### src/rtl/sqg_pkg.sv
// sqg_pkg: shared types and constants for the single-qubit gate engine.
// Used by sqg_ctrl, sqg_dp, the top level and the checker; depends on nothing.
`default_nettype none
package sqg_pkg;

  localparam logic [1:0] REQ_INIT = 2'd0;
  localparam logic [1:0] REQ_GATE = 2'd1;
  localparam logic [1:0] REQ_READ = 2'd2;

  localparam int GATE_FRAC = 14;
  localparam int GATE_W    = 16;

  typedef enum logic [8:0] {
    ST_IDLE = 9'b0_0000_0001,
    ST_DISP = 9'b0_0000_0010,
    ST_INIT = 9'b0_0000_0100,
    ST_GRD  = 9'b0_0000_1000,
    ST_GMUL = 9'b0_0001_0000,
    ST_GADD = 9'b0_0010_0000,
    ST_GWR0 = 9'b0_0100_0000,
    ST_GWR1 = 9'b0_1000_0000,
    ST_DONE = 9'b1_0000_0000
  } state_t;

  typedef struct packed {
    logic load_req;   // capture request fields
    logic clr_ctr;
    logic inc_ctr;
    logic mem_rd_pair;
    logic mem_rd_one;
    logic mul_en;
    logic add_en;
    logic wr_init;
    logic wr_top;
    logic wr_bot;
    logic load_out;
  } cmd_t;

  typedef struct packed {
    logic [1:0] req_type;
    logic       target_ok;
    logic       init_last;
    logic       pair_last;
    logic       out_free;
  } status_t;

endpackage
`default_nettype wire

### src/rtl/sqg_ctrl.sv
// sqg_ctrl: request sequencer for init sweeps, gate pair sweeps and reads.
// Depends on sqg_pkg; drives sqg_dp through cmd_t and watches status_t.
`default_nettype none
module sqg_ctrl (
  input  wire logic             clk,
  input  wire logic             rst,
  input  wire logic             s_tvalid,
  output logic                  s_tready,
  input  wire sqg_pkg::status_t sts,
  output sqg_pkg::cmd_t         cmd
);

  sqg_pkg::state_t state, state_next;

  always_ff @(posedge clk) begin
    if (rst) begin
      state <= sqg_pkg::ST_IDLE;
    end else begin
      state <= state_next;
    end
  end

  assign s_tready = (state == sqg_pkg::ST_IDLE);

  always_comb begin
    state_next = state;
    cmd        = '0;
    case (state)
      sqg_pkg::ST_IDLE: begin
        if (s_tvalid) begin
          cmd.load_req = 1'b1;
          cmd.clr_ctr  = 1'b1;
          state_next   = sqg_pkg::ST_DISP;
        end
      end
      // branch on the captured request type
      sqg_pkg::ST_DISP: begin
        case (sts.req_type)
          sqg_pkg::REQ_INIT: state_next = sqg_pkg::ST_INIT;
          sqg_pkg::REQ_GATE: state_next = sts.target_ok ? sqg_pkg::ST_GRD : sqg_pkg::ST_DONE;
          sqg_pkg::REQ_READ: begin
            cmd.mem_rd_one = 1'b1;
            state_next     = sqg_pkg::ST_DONE;
          end
          default: state_next = sqg_pkg::ST_DONE;
        endcase
      end
      sqg_pkg::ST_INIT: begin
        cmd.wr_init = 1'b1;
        cmd.inc_ctr = 1'b1;
        if (sts.init_last) begin
          state_next = sqg_pkg::ST_DONE;
        end
      end
      sqg_pkg::ST_GRD: begin
        cmd.mem_rd_pair = 1'b1;
        state_next      = sqg_pkg::ST_GMUL;
      end
      sqg_pkg::ST_GMUL: begin
        cmd.mul_en = 1'b1;
        state_next = sqg_pkg::ST_GADD;
      end
      sqg_pkg::ST_GADD: begin
        cmd.add_en = 1'b1;
        state_next = sqg_pkg::ST_GWR0;
      end
      sqg_pkg::ST_GWR0: begin
        cmd.wr_top = 1'b1;
        state_next = sqg_pkg::ST_GWR1;
      end
      sqg_pkg::ST_GWR1: begin
        cmd.wr_bot = 1'b1;
        cmd.inc_ctr = 1'b1;
        state_next = sts.pair_last ? sqg_pkg::ST_DONE : sqg_pkg::ST_GRD;
      end
      sqg_pkg::ST_DONE: begin
        if (sts.out_free) begin
          cmd.load_out = 1'b1;
          state_next   = sqg_pkg::ST_IDLE;
        end
      end
      default: state_next = sqg_pkg::ST_IDLE;
    endcase
  end

endmodule
`default_nettype wire

### config.mk
export PLATFORM = sky130hd
export DESIGN_NAME = sqg_ctrl
export DESIGN_NICKNAME = d
export VERILOG_FILES = /design/src/rtl/sqg_pkg.sv /design/src/rtl/sqg_ctrl.sv
export SDC_FILE = /design/constraint.sdc
export NUM_CORES = 1
export LEC_CHECK = 0
export BUFFER_PORTS_ARGS = -buffer_cell sky130_fd_sc_hd__buf_2
export CORE_MARGIN = 4
export CORE_UTILIZATION = 35
export DETAILED_ROUTE_END_ITERATION = 8
export GPL_ROUTABILITY_DRIVEN = 1
export PLACE_DENSITY_LB_ADDON = 0.15
export SLEW_MARGIN = 10
export SYNTH_ARGS = -nofsm -noshare
export SYNTH_HDL_FRONTEND = slang
export SYNTH_SLANG_ARGS = --single-unit
### constraint.sdc
create_clock -name clk -period 4.7 [get_ports clk]
set_input_delay 0.235 -clock clk [delete_from_list [all_inputs] [get_ports clk]]
set_output_delay 0.235 -clock clk [all_outputs]
set_load 0.01 [all_outputs]
**Word-level counts from Yosys, hierarchy flattened**

Cells that the tools add are included.

- Eq/ne operators: 14
- Muxes and demuxes: 20
- Reductions and logical operators: 3

Operators by type and width:

| cell | count |
|---|---|
| one-hot mux 9 bit (9 select lines) | 1 |
| two-way mux 9 bit | 5 |
| one-hot mux 9 bit (2 select lines) | 1 |
| two-way mux 1 bit | 11 |
| == test 9 x 1 -> 1 bit, second input constant | 1 |
| == test 9 x 2 -> 1 bit, second input constant | 1 |
| == test 9 x 3 -> 1 bit, second input constant | 1 |
| == test 9 x 4 -> 1 bit, second input constant | 1 |
| == test 9 x 5 -> 1 bit, second input constant | 1 |
| == test 9 x 6 -> 1 bit, second input constant | 1 |
| == test 9 x 7 -> 1 bit, second input constant | 1 |
| == test 9 x 8 -> 1 bit, second input constant | 1 |
| == test 9 bit, second input constant | 1 |
| inequality test 2 bit, second input constant | 3 |
| two-way mux 2 bit | 2 |
| AND reduction 3 bit | 1 |
| == test 2 x 1 -> 1 bit, second input constant | 1 |
| == test 2 bit, second input constant | 1 |
| zero test 2 bit | 1 |
| OR reduction 2 bit | 1 |

- Register bits: 9
- Input port bits: 9
- Output and inout port bits: 12
- Word-level logic and storage cells: 38

**Longest topological paths before layout**

- Word-level depth: 3
- Gate-level depth with buffers: 6
- Gate-level depth less buffers: 5

**Least setup slack after synthesis**

Ideal clock, no wire load.

- Path kind: reg2out
- From: reg state[4]
- To: out cmd[10] in the netlist's numbering
- Arrival time: 1.585 ns
- Required time: 4.465 ns
- Path slack: 2.880 ns
- Cell stages (with the launch flop): 7
- Path buffers: 1
- Cell sequence: dfxtp_1 > or4_4 > nor3_4 > nand3_1 > inv_1 > and2_1 > buf_4

RTL lines:

| what | line | text |
|---|---|---|
| start, declared | sqg_ctrl.sv:13 | `sqg_pkg::state_t state, state_next;` |
| start signal, assigned | sqg_ctrl.sv:17 | `state <= sqg_pkg::ST_IDLE;` |
| start signal, assigned | sqg_ctrl.sv:19 | `state <= state_next;` |
| end, declared | sqg_ctrl.sv:10 | `output sqg_pkg::cmd_t cmd` |

==> impl_metrics.yaml <==
clocking:
  clk_pin_slew_ns: 0.06
  cts.path.max_buffers: 2
  htreeDepth: 1
  cts_hold_buf: 0
  clk_latency_ns: 0.26
  cts_resized: 0
  cts_tree: "done"
  post_cts_buffers: 0
  cts_made_buffers: 3
  cts.sinks: 9
  cts-root-buf: "clkbuf_4"
timing:
  fin_hold_ws_ns: 0.239
  worst_pin_slew_ns: 0.427
  tns_ns: 0
  period_minus_slack_ns: 2.05
  slew_violations: 0
  rsz0062_at_grt: "false"
  max_slew_margin_pct: 71.3
  skew_ns: 0.00142
  max_freq_mhz: 489
  setup_viol: 0
  fin_crit_sh_pct: 43.5
  hold_viol_final: 0
worst_hold_path:
  hold_end: "state[2]"
  holdPathStages: 2
  hold_class: "primary input to register"
  hold_path_startpoint: "rst"
finish:
  largest_reg_flops: 9
  final_area_sq_um: 757
  post-route-util_pct: 48.0
  n_fill_cell: 155
  reg_top3: "state x9"
  final_nets: 107
  antennaDiodeCount: 0
  area.growth.synth_to_final_pct: 22.7
  drive_above_1_share_pct: 37.1
  regMostFlops: "state"
worst_setup_path:
  reg2regPathDepth: 5
  path_class: "register to output port"
  crit_path_max_fanout: 5
  cp-start-kind: "register"
  cp.arrival_ns: 1.81
  r2r_setup_slack_ns: 2.96
  r2r_end: "state[8]"
  rr_startpoint: "state[4]"
  crit_slowest_cell: "or4_4"
  path_cells: "or4_4 -> nor3_4 -> nand3_1 -> inv_1 -> and2_1 -> buf_2"
  end_kind: "output port"
  cp.required_ns: 4.47
  worst_path_largest_cell_delay_ns: 0.57
drt:
  drtAntennaViolNets: 0
  avgRoutedWirePerCell_um: 13.3
  drc: 0
  vias: 642
  drt-total-wl_mm: 1.50
  dr.pass1.iters: 4
  drt_iter0_drc: 13
  routed_via_density: 5.68
die:
  initial_core_util_pct: 39.1
  ios: 21
  fp.dieW_um: 50.0
  die_area_sq_um: 2500
  rows: 14
  die_y_um: 50.0
  coreArea_sq_um: 1580
synth:
  yosys.area.top_type: "dfxtp_1"
  syn_avg_cell_area_sq_um: 8.34
  ys_types: 34
  synth_common_cells: "nor2_1, dfxtp_1, inv_1, nor4b_1"
  ys_async_sr_fraction_pct: 0
  synthTopCellsByArea: "dfxtp_1, nor2_1, nor4b_1, a32oi_1, and4bb_2"
  yosys_register_bits: 9
  synth-edff-count: 0
  synthCells: 74
  synth.most_common_cell: "nor2_1"
  yosysTopAreaCellShare_pct: 29.2
  synthesis.nets: 83
  seq_area_frac_synth_pct: 29.2
  synth_ff_type: "dfxtp_1"
  syn_area_sq_um: 617
  yosysWarnings: 0
job:
  cap_violations: 0
power_and_ir_drop:
  peakVddDrop_mv: 0.250
  powerDensity_nw_per_um2: 312
  p_leak_nw: 0.349
place:
  port_buffers: 20
  gp_congestion: 0.804
  placed_area_sq_um: 729
  dp_hpwl_mm: 1.20
grt:
  grt_start_max_net_pins: 9
  grt_pass1_vias: 585
  grt.total_usage_pct: 13.1
  grt_pass1_wl_mm: 2.59
  grt_overflow: 0
  antenna_found_initial: 0
status:
  status: "completed"
-- cell type report --
class	count	area, sq um	area share [%]
multi-input combinational	58	407	53.7
inverter	6	22.5	2.98
tap	16	20.0	2.64
clock inverter	1	5.00	0.661
clock buffer	3	22.5	2.98
sequential	9	180	23.8
timing repair buffer	20	100	13.2
-- worst max-delay path by stage --
stage	startpoint	end	slack [ns]	cells after the start
floorplan	state[4]	cmd[10]	2.88	6
global placement	state[4]	cmd[10]	2.96	6
detailed placement	state[4]	cmd[9]	2.94	6
CTS	state[4]	cmd[9]	2.65	6
global route	state[4]	cmd[10]	2.51	6
finish	state[4]	cmd[9]	2.65	6
-- cells in the final DEF (no fill, tap or decap), drive strengths merged, types with 2 or more instances in the layout --
cell,count
nor3,5
a32oi,3
dfxtp,9
buf,20
and4bb,2
o21ai,2
clkbuf,3
nor4b,4
inv,6
nand3,3
a21oi,2
nand2b,3
nor3b,3
nor2,12
nand2,2
-- logic make-up after synthesis --
group	synth area share [%]
AND/OR/NAND/NOR	48.7
flip-flops	29.2
XOR/XNOR	1.42
AO/OA/AOI/OAI	15.8
buffers and inverters	4.87
-- metal layers --
layer | wire (um) | track usage (%) | up-vias
met2 | 700 | 20.0 | 26
met3 | 112 | 4.82 | 0
met5 | 0 | 0 | -
met1 | 685 | 17.9 | 292
li1 | - | - | 324
met4 | 0 | 1.38 | 0
-- metrics by stage --
stage	total power, W	std cells	worst slack, ns
after floorplan	0.000154	74	2.88
after global placement	0.000178	109	2.96
after detailed placement	0.000178	109	2.94
after CTS	0.000238	113	2.65
after global routing	0.000257	113	2.51
final	0.000236	113	2.65
-- where the power goes --
part	internal [W]	switching [W]	total, W
Clock	0.0000314	0.0000280	0.0000594
Sequential	0.0000821	0.0000120	0.0000941
Combinational	0.0000355	0.0000472	0.0000826
-- critical path: cells and delay by family, from the launching register on --
family / cells / cell delay [ns]
and+or+nand+nor: 4 / 1.00
DFF: 1 / 0.34
buffers and inverters: 2 / 0.21
(Power assumes the default switching activity.)
